File: src/rtl/core/descriptor_free_list_manager_top_assert.svh
// ----------------------------------------------------------------------------
// Descriptor free list manager: assertion macros
// Clocked on clk, disabled while rst_n is low.
// ----------------------------------------------------------------------------
`ifndef DESCRIPTOR_FREE_LIST_MANAGER_TOP_ASSERT_SVH
`define DESCRIPTOR_FREE_LIST_MANAGER_TOP_ASSERT_SVH

// Same-cycle implication.
`define DFLM_ASSERT_IMPLY(label, ante, cons, msg) \
    label: assert property (@(posedge clk) disable iff (!rst_n) (ante) |-> (cons)) \
        else $error(msg);

// Next-cycle implication.
`define DFLM_ASSERT_NEXT(label, ante, cons, msg) \
    label: assert property (@(posedge clk) disable iff (!rst_n) (ante) |=> (cons)) \
        else $error(msg);

`endif

File: src/rtl/core/dflm_pkg.sv
// ----------------------------------------------------------------------------
// dflm_pkg
// Shared types and codes for the descriptor free list manager.
// ----------------------------------------------------------------------------
package dflm_pkg;

    localparam int IDX_W = 6;
    localparam int CNT_W = 7;
    localparam int ACT_W = 2;

    // action field codes
    localparam logic [ACT_W-1:0] ACT_ALLOC = 2'd0;
    localparam logic [ACT_W-1:0] ACT_LINK  = 2'd1;
    localparam logic [ACT_W-1:0] ACT_FREE  = 2'd2;

    localparam logic STATUS_OK    = 1'b0;
    localparam logic STATUS_EMPTY = 1'b1;

    typedef enum logic [1:0] {
        OP_NOP   = 2'd0,
        OP_ALLOC = 2'd1,
        OP_LINK  = 2'd2,
        OP_FREE  = 2'd3
    } op_kind_t;

    typedef struct packed {
        op_kind_t         kind;
        logic [IDX_W-1:0] idx;
        logic [IDX_W-1:0] link_next;
        logic             link_flag;
    } op_t;

    typedef struct packed {
        logic valid;
        op_t  op;
    } op_chan_t;

    typedef struct packed {
        logic [CNT_W-1:0] size;
        logic [CNT_W-1:0] free_total;
    } back_stat_t;

    typedef struct packed {
        logic             status;
        logic [IDX_W-1:0] granted_index;
        logic [CNT_W-1:0] free_count;
        logic [CNT_W-1:0] freed_count;
    } rsp_t;

endpackage

File: src/rtl/core/dflm_intf.sv
// ----------------------------------------------------------------------------
// dflm channel interfaces
// Request, response and configuration channels with valid/ready.
// ----------------------------------------------------------------------------
interface dflm_req_if;
    logic                        valid;
    logic                        ready;
    logic [dflm_pkg::ACT_W-1:0]  action;
    logic [dflm_pkg::IDX_W-1:0]  desc_index;
    logic [dflm_pkg::IDX_W-1:0]  link_next;
    logic                        link_has_next;

    modport source (output valid, action, desc_index, link_next, link_has_next,
                    input ready);
    modport sink   (input valid, action, desc_index, link_next, link_has_next,
                    output ready);
endinterface

interface dflm_rsp_if;
    logic                        valid;
    logic                        ready;
    logic                        status;
    logic [dflm_pkg::IDX_W-1:0]  granted_index;
    logic [dflm_pkg::CNT_W-1:0]  free_count;
    logic [dflm_pkg::CNT_W-1:0]  freed_count;

    modport source (output valid, status, granted_index, free_count, freed_count,
                    input ready);
    modport sink   (input valid, status, granted_index, free_count, freed_count,
                    output ready);
endinterface

interface dflm_cfg_if;
    logic                        valid;
    logic                        ready;
    logic [dflm_pkg::CNT_W-1:0]  ring_size;

    modport source (output valid, ring_size, input ready);
    modport sink   (input valid, ring_size, output ready);
endinterface

File: src/rtl/core/dflm_front.sv
// ----------------------------------------------------------------------------
// dflm_front
// Takes requests and classifies them into queue operations; link and free
// with an index outside the queue, and the unused action, become no-ops.
// ----------------------------------------------------------------------------
module dflm_front (
    dflm_req_if.sink                   req,
    input  logic [dflm_pkg::CNT_W-1:0] size,
    input  logic                       q_full,
    output dflm_pkg::op_chan_t         push
);

    logic in_range;

    assign in_range  = {1'b0, req.desc_index} < size;
    assign req.ready = !q_full;

    always_comb
    begin
        push.valid        = req.valid && !q_full;
        push.op.idx       = req.desc_index;
        push.op.link_next = req.link_next;
        push.op.link_flag = req.link_has_next;
        unique case (req.action)
            dflm_pkg::ACT_ALLOC: push.op.kind = dflm_pkg::OP_ALLOC;
            dflm_pkg::ACT_LINK:  push.op.kind = in_range ? dflm_pkg::OP_LINK : dflm_pkg::OP_NOP;
            dflm_pkg::ACT_FREE:  push.op.kind = in_range ? dflm_pkg::OP_FREE : dflm_pkg::OP_NOP;
            default:             push.op.kind = dflm_pkg::OP_NOP;
        endcase
    end

endmodule

File: src/rtl/core/dflm_queue.sv
// ----------------------------------------------------------------------------
// dflm_queue
// Two-entry operation queue between the front and the back.
// ----------------------------------------------------------------------------
module dflm_queue (
    input  logic               clk,
    input  logic               rst_n,
    input  dflm_pkg::op_chan_t push,
    output logic               full,
    output dflm_pkg::op_chan_t head,
    input  logic               pop
);

    localparam int QUEUE_DEPTH = 2;
    localparam int PTR_W       = $clog2(QUEUE_DEPTH);
    localparam int CNT_W       = $clog2(QUEUE_DEPTH + 1);

    dflm_pkg::op_t    entry_reg [QUEUE_DEPTH];
    logic [PTR_W-1:0] wr_ptr_reg, wr_ptr_next;
    logic [PTR_W-1:0] rd_ptr_reg, rd_ptr_next;
    logic [CNT_W-1:0] count_reg, count_next;
    logic             do_push, do_pop;

    assign full       = count_reg == CNT_W'(QUEUE_DEPTH);
    assign do_push    = push.valid && !full;
    assign do_pop     = pop && (count_reg != '0);
    assign head.valid = count_reg != '0;
    assign head.op    = entry_reg[rd_ptr_reg];

    always_comb
    begin
        wr_ptr_next = wr_ptr_reg;
        rd_ptr_next = rd_ptr_reg;
        count_next  = count_reg;
        if (do_push)
        begin
            wr_ptr_next = (wr_ptr_reg == PTR_W'(QUEUE_DEPTH - 1)) ? '0 : wr_ptr_reg + 1'b1;
        end
        if (do_pop)
        begin
            rd_ptr_next = (rd_ptr_reg == PTR_W'(QUEUE_DEPTH - 1)) ? '0 : rd_ptr_reg + 1'b1;
        end
        if (do_push && !do_pop)
        begin
            count_next = count_reg + 1'b1;
        end
        else if (do_pop && !do_push)
        begin
            count_next = count_reg - 1'b1;
        end
    end

    always_ff @(posedge clk or negedge rst_n)
    begin
        if (!rst_n)
        begin
            wr_ptr_reg <= '0;
            rd_ptr_reg <= '0;
            count_reg  <= '0;
        end
        else
        begin
            wr_ptr_reg <= wr_ptr_next;
            rd_ptr_reg <= rd_ptr_next;
            count_reg  <= count_next;
        end
    end

    always_ff @(posedge clk)
    begin
        if (do_push)
        begin
            entry_reg[wr_ptr_reg] <= push.op;
        end
    end

endmodule

File: src/rtl/core/dflm_back.sv
// ----------------------------------------------------------------------------
// dflm_back
// Executes queued operations against the descriptor table and the free list
// head and count; owns the queue size register and the response register.
// ----------------------------------------------------------------------------
module dflm_back #(
    parameter int DEPTH = 64
) (
    input  logic                 clk,
    input  logic                 rst_n,
    input  dflm_pkg::op_chan_t   head,
    output logic                 pop,
    dflm_cfg_if.sink             cfg,
    dflm_rsp_if.source           rsp,
    output dflm_pkg::back_stat_t stat
);

    localparam int AW = $clog2(DEPTH);
    localparam int IW = dflm_pkg::IDX_W;
    localparam int CW = dflm_pkg::CNT_W;
    localparam logic [CW-1:0] DEPTH_C = CW'(DEPTH);

    typedef enum logic [2:0] {
        S_IDLE  = 3'b001,
        S_ALLOC = 3'b010,
        S_FREE  = 3'b100
    } state_t;

    state_t          state_reg, state_next;
    logic [CW-1:0]   size_reg;
    logic [CW-1:0]   total_reg, total_next;
    logic [IW-1:0]   list_head_reg, list_head_next;
    logic [IW-1:0]   cur_reg, cur_next;
    logic [CW-1:0]   freed_reg, freed_next;
    logic            rsp_valid_reg;
    dflm_pkg::rsp_t  rsp_data_reg, rsp_next;
    logic            load_rsp;
    logic [DEPTH-1:0] entry_valid_reg;

    // table word: {chain flag, next index}
    logic [IW:0]     mem_array [DEPTH];
    logic [IW:0]     rd_raw_reg;
    logic            rd_valid_reg;
    logic            rd_byp_reg;
    logic [IW:0]     rd_byp_word_reg;

    logic            we, re;
    logic [AW-1:0]   waddr, raddr;
    logic [IW:0]     wword;
    logic [IW:0]     rd_word;
    logic [IW-1:0]   rd_next;
    logic            rd_flag;
    logic [IW-1:0]   head_slot;
    logic [CW-1:0]   total_inc, freed_inc;
    logic            out_free;
    logic            cfg_fire;
    logic [CW-1:0]   cfg_eff;
    logic            stop;

    assign out_free  = !rsp_valid_reg || rsp.ready;
    assign cfg.ready = (state_reg == S_IDLE) && !head.valid && !rsp_valid_reg;
    assign cfg_fire  = cfg.valid && cfg.ready;
    assign cfg_eff   = (cfg.ring_size == '0)     ? CW'(1) :
                       (cfg.ring_size > DEPTH_C) ? DEPTH_C : cfg.ring_size;

    // unwritten entries read as their rebuilt value: next = index + 1, flag clear
    assign rd_word   = rd_byp_reg   ? rd_byp_word_reg :
                       rd_valid_reg ? rd_raw_reg :
                                      {1'b0, IW'(cur_reg[AW-1:0]) + IW'(1)};
    assign rd_next   = rd_word[IW-1:0];
    assign rd_flag   = rd_word[IW];
    assign head_slot = ({1'b0, list_head_reg} < DEPTH_C) ? list_head_reg : '0;
    assign total_inc = total_reg + CW'(1);
    assign freed_inc = freed_reg + CW'(1);
    assign stop      = !rd_flag || ({1'b0, rd_next} >= size_reg) || (total_inc >= size_reg);

    always_comb
    begin
        state_next     = state_reg;
        total_next     = total_reg;
        list_head_next = list_head_reg;
        cur_next       = cur_reg;
        freed_next     = freed_reg;
        pop            = 1'b0;
        we             = 1'b0;
        re             = 1'b0;
        waddr          = '0;
        raddr          = '0;
        wword          = '0;
        load_rsp       = 1'b0;
        rsp_next       = '{status: dflm_pkg::STATUS_OK, granted_index: '0,
                           free_count: total_reg, freed_count: '0};
        unique case (state_reg)
            S_IDLE:
            begin
                if (head.valid && out_free)
                begin
                    pop = 1'b1;
                    unique case (head.op.kind)
                        dflm_pkg::OP_ALLOC:
                        begin
                            if (total_reg == '0)
                            begin
                                load_rsp        = 1'b1;
                                rsp_next.status = dflm_pkg::STATUS_EMPTY;
                            end
                            else
                            begin
                                re         = 1'b1;
                                raddr      = head_slot[AW-1:0];
                                cur_next   = head_slot;
                                state_next = S_ALLOC;
                            end
                        end
                        dflm_pkg::OP_LINK:
                        begin
                            we       = 1'b1;
                            waddr    = head.op.idx[AW-1:0];
                            wword    = {head.op.link_flag, head.op.link_next};
                            load_rsp = 1'b1;
                        end
                        dflm_pkg::OP_FREE:
                        begin
                            if (total_reg >= size_reg)
                            begin
                                load_rsp = 1'b1;
                            end
                            else
                            begin
                                re         = 1'b1;
                                raddr      = head.op.idx[AW-1:0];
                                cur_next   = head.op.idx;
                                freed_next = '0;
                                state_next = S_FREE;
                            end
                        end
                        default:
                        begin
                            load_rsp = 1'b1;
                        end
                    endcase
                end
            end
            S_ALLOC:
            begin
                we                     = 1'b1;
                waddr                  = cur_reg[AW-1:0];
                list_head_next         = rd_next;
                total_next             = total_reg - CW'(1);
                load_rsp               = 1'b1;
                rsp_next.granted_index = cur_reg;
                rsp_next.free_count    = total_reg - CW'(1);
                state_next             = S_IDLE;
            end
            S_FREE:
            begin
                // push cur onto the list, keeping its chain flag
                we             = 1'b1;
                waddr          = cur_reg[AW-1:0];
                wword          = {rd_flag, list_head_reg};
                list_head_next = cur_reg;
                total_next     = total_inc;
                freed_next     = freed_inc;
                if (stop)
                begin
                    load_rsp             = 1'b1;
                    rsp_next.free_count  = total_inc;
                    rsp_next.freed_count = freed_inc;
                    state_next           = S_IDLE;
                end
                else
                begin
                    re       = 1'b1;
                    raddr    = rd_next[AW-1:0];
                    cur_next = rd_next;
                end
            end
            default:
            begin
                state_next = S_IDLE;
            end
        endcase
    end

    always_ff @(posedge clk or negedge rst_n)
    begin
        if (!rst_n)
        begin
            state_reg       <= S_IDLE;
            size_reg        <= DEPTH_C;
            total_reg       <= DEPTH_C;
            list_head_reg   <= '0;
            cur_reg         <= '0;
            freed_reg       <= '0;
            rsp_valid_reg   <= 1'b0;
            entry_valid_reg <= '0;
        end
        else
        begin
            state_reg <= state_next;
            cur_reg   <= cur_next;
            freed_reg <= freed_next;
            if (cfg_fire)
            begin
                size_reg        <= cfg_eff;
                total_reg       <= cfg_eff;
                list_head_reg   <= '0;
                entry_valid_reg <= '0;
            end
            else
            begin
                total_reg     <= total_next;
                list_head_reg <= list_head_next;
                if (we)
                begin
                    entry_valid_reg[waddr] <= 1'b1;
                end
            end
            if (load_rsp)
            begin
                rsp_valid_reg <= 1'b1;
            end
            else if (rsp.ready)
            begin
                rsp_valid_reg <= 1'b0;
            end
        end
    end

    // table write and registered read; same-address write is forwarded
    always_ff @(posedge clk)
    begin
        if (we)
        begin
            mem_array[waddr] <= wword;
        end
        if (re)
        begin
            rd_raw_reg      <= mem_array[raddr];
            rd_valid_reg    <= entry_valid_reg[raddr];
            rd_byp_reg      <= we && (waddr == raddr);
            rd_byp_word_reg <= wword;
        end
        if (load_rsp)
        begin
            rsp_data_reg <= rsp_next;
        end
    end

    assign rsp.valid         = rsp_valid_reg;
    assign rsp.status        = rsp_data_reg.status;
    assign rsp.granted_index = rsp_data_reg.granted_index;
    assign rsp.free_count    = rsp_data_reg.free_count;
    assign rsp.freed_count   = rsp_data_reg.freed_count;

    assign stat.size       = size_reg;
    assign stat.free_total = total_reg;

endmodule

File: src/rtl/core/descriptor_free_list_manager_top.sv
// ----------------------------------------------------------------------------
// descriptor_free_list_manager_top
// Linked free list over a table of up to 64 queue descriptors.
// req carries one request (allocate, link, free chain); rsp returns exactly
// one response per request, in order. cfg writes the ring size, which rebuilds
// the list as descriptors 0..size-1; it is taken only while the block is
// empty, so writes wait until every response has been taken.
// A request is written into a two-entry queue when it is accepted; the execution
// unit picks it up once it is idle and its response register is free. Link and
// no-op requests are executed directly; allocate reads the table, then writes
// it (no read on an empty list); free chain reads and writes each descriptor
// walked (none on a full list), paced by the table's single read port and the
// dependent next index.
// Requests keep being accepted while the queue has room, even when rsp is
// stalled; the unit holds a finished response until rsp.ready.
// Reset gives size 64 (capped at MAX_DESCRIPTORS) and a full list at once.
// ----------------------------------------------------------------------------
module descriptor_free_list_manager_top #(
    parameter int MAX_DESCRIPTORS = 64
) (
    input  logic        clk,
    input  logic        rst_n,
    dflm_req_if.sink    req,
    dflm_rsp_if.source  rsp,
    dflm_cfg_if.sink    cfg
);

    localparam int DEPTH = (MAX_DESCRIPTORS < 64) ? MAX_DESCRIPTORS : 64;

    dflm_pkg::op_chan_t   q_push;
    dflm_pkg::op_chan_t   q_head;
    dflm_pkg::back_stat_t stat;
    logic                 q_full;
    logic                 q_pop;

    dflm_front u_front (
        .req    (req),
        .size   (stat.size),
        .q_full (q_full),
        .push   (q_push)
    );

    dflm_queue u_queue (
        .clk   (clk),
        .rst_n (rst_n),
        .push  (q_push),
        .full  (q_full),
        .head  (q_head),
        .pop   (q_pop)
    );

    dflm_back #(
        .DEPTH (DEPTH)
    ) u_back (
        .clk   (clk),
        .rst_n (rst_n),
        .head  (q_head),
        .pop   (q_pop),
        .cfg   (cfg),
        .rsp   (rsp),
        .stat  (stat)
    );

`include "descriptor_free_list_manager_top_assert.svh"

    `DFLM_ASSERT_IMPLY(a_free_within_size, rsp.valid, rsp.free_count <= stat.size,
                       "free count above queue size")
    `DFLM_ASSERT_IMPLY(a_empty_response,
                       rsp.valid && (rsp.status == dflm_pkg::STATUS_EMPTY),
                       (rsp.free_count == '0) && (rsp.granted_index == '0) &&
                       (rsp.freed_count == '0),
                       "bad empty response")
    `DFLM_ASSERT_IMPLY(a_freed_bound, rsp.valid, rsp.freed_count <= rsp.free_count,
                       "freed exceeds free count")
    `DFLM_ASSERT_NEXT(a_cfg_rebuild, cfg.valid && cfg.ready,
                      stat.free_total == stat.size, "list not full after size write")

endmodule
File: src/flat_wrapper.sv
// flat-port wrapper written by rule: the top's interface ports become plain ports
module descriptor_free_list_manager_top_flat 
#(
    parameter int MAX_DESCRIPTORS = 64
)
  (clk, rst_n, req_valid, req_action, req_desc_index, req_link_next, req_link_has_next, req_ready, rsp_valid, rsp_status, rsp_granted_index, rsp_free_count, rsp_freed_count, rsp_ready, cfg_valid, cfg_ring_size, cfg_ready);
  dflm_req_if req_i ();
  dflm_rsp_if rsp_i ();
  dflm_cfg_if cfg_i ();
  input  logic clk;
  input  logic rst_n;
  input wire logic [$bits(req_i.valid)-1:0] req_valid;
  input wire logic [$bits(req_i.action)-1:0] req_action;
  input wire logic [$bits(req_i.desc_index)-1:0] req_desc_index;
  input wire logic [$bits(req_i.link_next)-1:0] req_link_next;
  input wire logic [$bits(req_i.link_has_next)-1:0] req_link_has_next;
  output wire logic [$bits(req_i.ready)-1:0] req_ready;
  output wire logic [$bits(rsp_i.valid)-1:0] rsp_valid;
  output wire logic [$bits(rsp_i.status)-1:0] rsp_status;
  output wire logic [$bits(rsp_i.granted_index)-1:0] rsp_granted_index;
  output wire logic [$bits(rsp_i.free_count)-1:0] rsp_free_count;
  output wire logic [$bits(rsp_i.freed_count)-1:0] rsp_freed_count;
  input wire logic [$bits(rsp_i.ready)-1:0] rsp_ready;
  input wire logic [$bits(cfg_i.valid)-1:0] cfg_valid;
  input wire logic [$bits(cfg_i.ring_size)-1:0] cfg_ring_size;
  output wire logic [$bits(cfg_i.ready)-1:0] cfg_ready;
  assign req_i.valid = req_valid;
  assign req_i.action = req_action;
  assign req_i.desc_index = req_desc_index;
  assign req_i.link_next = req_link_next;
  assign req_i.link_has_next = req_link_has_next;
  assign req_ready = req_i.ready;
  assign rsp_valid = rsp_i.valid;
  assign rsp_status = rsp_i.status;
  assign rsp_granted_index = rsp_i.granted_index;
  assign rsp_free_count = rsp_i.free_count;
  assign rsp_freed_count = rsp_i.freed_count;
  assign rsp_i.ready = rsp_ready;
  assign cfg_i.valid = cfg_valid;
  assign cfg_i.ring_size = cfg_ring_size;
  assign cfg_ready = cfg_i.ready;
  descriptor_free_list_manager_top #(.MAX_DESCRIPTORS(MAX_DESCRIPTORS)) u_core (.clk(clk), .rst_n(rst_n), .req(req_i), .rsp(rsp_i), .cfg(cfg_i));
endmodule
File: config.mk
export PLATFORM = sky130hd
export DESIGN_NAME = descriptor_free_list_manager_top_flat
export DESIGN_NICKNAME = d
export VERILOG_FILES = /design/src/rtl/core/dflm_pkg.sv /design/src/rtl/core/dflm_intf.sv /design/src/rtl/core/dflm_front.sv /design/src/rtl/core/dflm_queue.sv /design/src/rtl/core/dflm_back.sv /design/src/rtl/core/descriptor_free_list_manager_top.sv /design/src/flat_wrapper.sv
export VERILOG_INCLUDE_DIRS = /design/src /design/src/rtl/core
export SDC_FILE = /design/constraint.sdc
export NUM_CORES = 1
export LEC_CHECK = 0
export BUFFER_PORTS_ARGS = -buffer_cell sky130_fd_sc_hd__buf_2
export CORE_UTILIZATION = 45
export CTS_CLUSTER_SIZE = 20
export DETAILED_ROUTE_END_ITERATION = 8
export GPL_ROUTABILITY_DRIVEN = 0
export REMOVE_ABC_BUFFERS = 1
export SLEW_MARGIN = 40
export SYNTH_ARGS = -nofsm -noshare
export SYNTH_HDL_FRONTEND = slang
export SYNTH_SLANG_ARGS = --single-unit
File: constraint.sdc
create_clock -name clk -period 5.65 [get_ports clk]
set_input_delay 0.2825 -clock clk [delete_from_list [all_inputs] [get_ports clk]]
set_output_delay 0.2825 -clock clk [all_outputs]
set_load 0.01 [all_outputs]
# Yosys cells after proc, flatten, opt, wreduce, memory -nomap -nowiden
# Memories as Yosys holds them, arrays and structs flattened. A register that Yosys moved wholly into a read port is not among the register bits.
# Index checks and enable logic that the tools add are counted.
# totals
reg_bits	135
latchBits	0
inputBits	27
romBits	0
ram_bits	478
memories	2
wordCells	164
# op_classes
mux	74
reduce_logical	35
n_shift	0
n_addsub	8
n_eq_ne	18
bitwise	1
mul	0
n_div	0
magnitude_cmp	8
# mem_list
memory	words	width	read_ports	rd_clocked_by_memory_dff	write_ports	line	rtl
u_core.u_back.mem_array	64	7	1	1	1	dflm_back.sv:41	logic [IW:0] mem_array [DEPTH];
u_core.u_queue.entry_reg	2	15	1	0	1	dflm_queue.sv:18	dflm_pkg::op_t entry_reg [QUEUE_DEPTH];
# ops
op	count
$mux W64	2
$pmux W6 S2	6
$mux W7	10
$mux W6	11
$or A64 B64 Y64	1
$pmux W7 S2	4
$mux W1	22
$add A7 B1 Y7 const B	2
$ge A7 B7 Y1	2
$logic_not A7 Y1	2
$lt A6 B7 Y1 const B	2
$mux W14	1
$mux W3	4
$pmux W3 S2	2
$logic_and A1 B1 Y1	11
$reduce_bool A2 Y1	5
$eq A2 B2 Y1 const B	4
$mux W2	4
$pmux W1 S2	4
$ge A6 B7 Y1	1
$gt A7 B7 Y1 const B	1
$lt A6 B7 Y1	1
$sub A7 B1 Y7 const B	1
$add A6 B1 Y6 const B	1
other kinds (27)	40

# Longest topological paths before layout
# logic_depth
depth_word	12
ltp_mapped	21
depth_no_buf	17

# Hierarchy
# Synthesis repeated with hierarchy kept, for this count alone.
# hier_totals
cells_unflattened	2058
area_unflattened_um2	26543.0
# by_module_without_submodules
module	n_inst	cells_each	area_per_inst_um2	seq_area_each_um2
dflm_back	1	1954	24927.7	17095.1
dflm_queue	1	66	1335.0	1001.0
dflm_front	1	38	280.3	0.0

# Worst setup path before layout
# Ideal clock, no wire load.
# synth_timing
path_type	register to register
start	register u_core.u_back.state_reg[0]
end	memory u_core.u_back.mem_array[0][0] in the netlist's numbering (data pin)
setup_slack_ns	0.835
period_less_slack_ns	4.815
stages_incl_launch_ff	6
arrival_ns	4.106
setup_time_ns	0.709
path_cell_list	dfstp_2 nor3b_1 o211ai_1 or2_2 clkbuf_1 o21ai_0
# synth_via
elab_chain_cells	2
elab_cells_between_ends	3
cone_classes	eq/ne (2); mux (1)
# synth_rtl
element	line	rtl
from (decl)	dflm_back.sv:29	state_t state_reg, state_next;
from (signal assigned)	dflm_back.sv:200	state_reg <= state_next;
$eq A3 B3 Y1 or $eq A3 B1 Y1 (tied branches)	dflm_back.sv:93	unique case (state_reg)
$pmux W7 S2 (*)	dflm_back.sv:93	
net u_core.u_back.wword[0]	dflm_back.sv:49	logic [IW:0] wword;
to (decl)	dflm_back.sv:41	
# The timed path passes the listed nets; every way through them passes the cells marked *.

# Worst setup path in the final report
# layout_timing
start	register u_core.u_back.cur_reg[0]
end	register u_core.u_back.rd_raw_reg[4] (read register of u_core.u_back.mem_array) (data pin)
# layout_via
elab_chain_cells	8
elab_cells_between_ends	10
cone_classes	add/sub (1); order compare (1); mux (6); reduce/logical (2)
# layout_rtl
element	line	rtl
from (decl)	dflm_back.sv:33	logic [IW-1:0] cur_reg, cur_next;
from (signal assigned)	dflm_back.sv:201	cur_reg <= cur_next;
$add A6 B1 Y6 (*)	dflm_back.sv:69	{1'b0, IW'(cur_reg[AW-1:0]) + IW'(1)};
$mux W7 (*)	dflm_back.sv:68	rd_valid_reg ? rd_raw_reg :
$mux W7 (*)	dflm_back.sv:67	assign rd_word = rd_byp_reg ? rd_byp_word_reg :
$ge A6 B7 Y1	dflm_back.sv:75	assign stop = !rd_flag || ({1'b0, rd_next} >= size_reg) || (total_inc >= size_reg);
$logic_or A1 B1 Y1 (2 in a row)	dflm_back.sv:75	
$mux W6 or $mux W1 (tied branches)	dflm_back.sv:164	if (stop)
$pmux W6 S2 or $pmux W1 S2 (tied branches)	dflm_back.sv:93	
to (decl)	dflm_back.sv:42	logic [IW:0] rd_raw_reg;
# Mark *: on every way between the ends. The rest lies on a longest branch, timed or not.
# A chain may end at the register's enable or synchronous reset.

==> results.cfg <==
[outcome]
status = finished clean

[final_layout]
num-fill-cells = 4870
largest_reg_flops = 448
final_nets = 2187
drive_gt1_share_pct = 13.3
antenna_cells = 0
post-route-cell-area_um2 = 30200
syn_to_final_growth_pct = 14.8
postLayoutCoreUtil_pct = 52.4

[flow_run]
drv_cap = 0

[synth]
ys_types = 65
synth_edf_count = 515
ys_seq_elements = 620
async_flop_share_pct = 16.9
synth_area_um2 = 26300
yosysWarnings = 0
avgSynthCellArea_um2 = 13.0
ys.flop_type = edfxtp_1
seq_area_frac_synth_pct = 68.8
syn_inst = 2025

[drt]
dr_total_vias = 16900
drcViolationCount = 0
routed_via_density = 5.74
antenna_left = 0
routedWlPerCell_um = 23.6
firstDrtPassIters = 5
initialDrtViolationCount = 1669
drt-total-wl_um = 69400

[power_and_ir_drop]
power.density_nw_per_um2 = 453
vdd_drop_max_v = 0.000262
power_w = 0.0137
p_leak_nw = 11.6

[sta]
relSlewSlack_pct = 44.1
period_minus_slack_ps = 5260
fin_skew_ps = 35.6
hold_viol_final = 0
period_share_pct = 93.1
final_max_slew_viol_count = 0
rsz0062_at_grt = no
worst_pin_slew_ps = 836
timing.fmax_ghz = 0.190
setup_viol = 0

[die]
ios = 51
initial_utilization_pct = 45.6
fp-row-count = 88
die_w_um = 244
dieHeight_um = 244
coreArea_um2 = 57700
dieArea_um2 = 59400

[clocking]
clockRootBuffer = clkbuf_16
post_cts_buffers = 0
cts-buffers-inserted = 67
clk_latency_ps = 600
clk_pin_slew_ps = 60
cts_tree = built
htreeDepth = 3
numClockSinks = 620
cts_buffer_depth = 3

[global_route]
grt.busiest_layer = met2
gr-usage-all-layers_pct = 23.5
grt_max_degree = 74
antenna_found_initial = 0
grt_pass1_wl_um = 105000
grt_pass1_vias = 16600
use_met1_pct = 30.9
met2_usage_pct = 38.5
grt_util_met3_pct = 4.20
grt-ovfl-total = 0

[setup_path]
path_class = flop to flop
cp.arrival_ps = 5610
cp_slowest_cell = and3_1
path_max_fanout = 30
cp_cell_sequence = ha_1, nand3_1, xor2_1, o21ai_0, mux2i_1, inv_1, ha_1, a211oi_1, o32ai_1, nor3_2, nand4_1, and3_1, buf_4, nand2_1, buf_4, o22ai_1, o22ai_1, or2_1
cp-end-kind = flop
required_ps = 6000
slowest_delay_ps = 700
start_kind = flop

[placed_design]
port_buffers = 50
hpwl_um = 44900
post_dp_cell_area_um2 = 27800

[hold_path]
hold_path_class = input pin to flop
-- cell families after synthesis --
logic type      Yosys count  synth area share [%]
xor+xnor                 33                  1.10
flops                   620                  68.8
compound gates          233                  5.62
fa+ha+maj                31                  1.47
mux                     210                  8.05
simple gates            771                  12.8
buf+inv                 127                  2.19
-- critical path, delay by kind of cell, from the launching register on --
kind | cells | cell delay, ps
flip-flops | 1 | 460
XOR/XNOR | 1 | 150
buffers and inverters | 3 | 710
adder cells (fa/ha/maj) | 2 | 570
AO/OA/AOI/OAI | 5 | 1340
multiplexers | 1 | 270
AND/OR/NAND/NOR | 6 | 1490
-- timing repair --
action,4_1_cts,5_1_grt
resized for setup,0,0
hold buffers,22,0
setup endpoints to repair,0,0
endpoints found under the hold margin,73,0
-- cell type report --
class                   count  area, µm²  share of cell area [%]
repair buffers            142       1110                    3.69
flip-flops and latches    620      18100                    59.9
clock buffers              87       1800                    5.97
clock inverters            33        335                    1.11
well taps                 765        957                    3.17
inverters                  20       75.1                   0.248
multi-input cells        1278       7830                    25.9
-- power breakdown --
group	internal [W]	leakage, nW	switching [W]
Sequential	0.00566	6.21	0.000310
Clock	0.00253	1.04	0.00177
Combinational	0.00114	4.30	0.00228
Total	0.00933	11.6	0.00436
-- layer usage --
metal / up-vias / wire [µm] / part of all wire [%]
met2: 631 / 33500 / 48
met1: 8462 / 28600 / 41
met5: - / 0 / 0
met4: 0 / 2920 / 4.2
li1: 7641 / - / -
met3: 165 / 4370 / 6.3
-- cells in the final DEF, fill, tap and decap left out, types with 13 or more instances in the layout --
cell type | netlist | routed
and3_1 | 14 | 14
o21ai_0 | 55 | 47
a21oi_1 | 36 | 36
dlygate4sd3_1 | 0 | 22
edfxtp_1 | 515 | 515
clkinv_2 | 0 | 13
clkbuf_1 | 49 | 16
inv_1 | 20 | 20
mux2_2 | 14 | 14
nand2_1 | 322 | 321
xnor2_1 | 24 | 24
ha_1 | 31 | 31
o22ai_1 | 47 | 46
mux2i_1 | 196 | 196
buf_2 | 34 | 49
dfrtp_1 | 102 | 102
buf_4 | 9 | 61
nor2_2 | 0 | 28
clkbuf_16 | 0 | 68
a31oi_1 | 34 | 34
nand4_1 | 31 | 31
nand3_1 | 107 | 107
nor2_1 | 232 | 204
-- through the flow --
| step | setup WS (ps) | hold WS, ps | instances | setup TNS, ps |
|---|---|---|---|---|
| after detailed placement | 448 | 271 | 2803 | 0 |
| final | 390 | 33.4 | 2945 | 0 |
| after global placement | 448 | 256 | 2800 | 0 |
| after floorplan | -4120 | -13.1 | 1918 | -34420 |
| after CTS | 410 | 4.77 | 2945 | 0 |
| after global routing | 134 | 8.97 | 2945 | 0 |
-- synth_stat cells (34+ instances only) --
| cell type | number | area share, % |
|---|---|---|
| a31oi_1 | 34 | 0.81 |
| nor2_1 | 232 | 3.3 |
| dfrtp_1 | 102 | 9.7 |
| buf_2 | 34 | 0.65 |
| o21ai_0 | 55 | 1.0 |
| nand3_1 | 107 | 2.0 |
| edfxtp_1 | 515 | 59 |
| mux2i_1 | 196 | 7.5 |
| nand2_1 | 322 | 4.6 |
| o22ai_1 | 47 | 1.1 |
| a21oi_1 | 36 | 0.68 |
| clkbuf_1 | 49 | 0.70 |
-- path summary, 6_finish.rpt --
path,slack (ps),start,to,cells past startpoint
worst min-delay path,30,req_action[1],u_core.u_queue.entry_reg[1][13],2
worst max register to register,390,u_core.u_back.cur_reg[0],u_core.u_back.rd_raw_reg[4],18
worst min register to register,490,u_core.u_queue.wr_ptr_reg,u_core.u_queue.wr_ptr_reg,1
max in group asynchronous,4360,rst_n,u_core.u_back.freed_reg[5],3
min in group asynchronous,180,rst_n,u_core.u_back.entry_valid_reg[9],2
worst max-delay path,390,u_core.u_back.cur_reg[0],u_core.u_back.rd_raw_reg[4],18
Note: power is estimated with default switching activity, not from simulation.
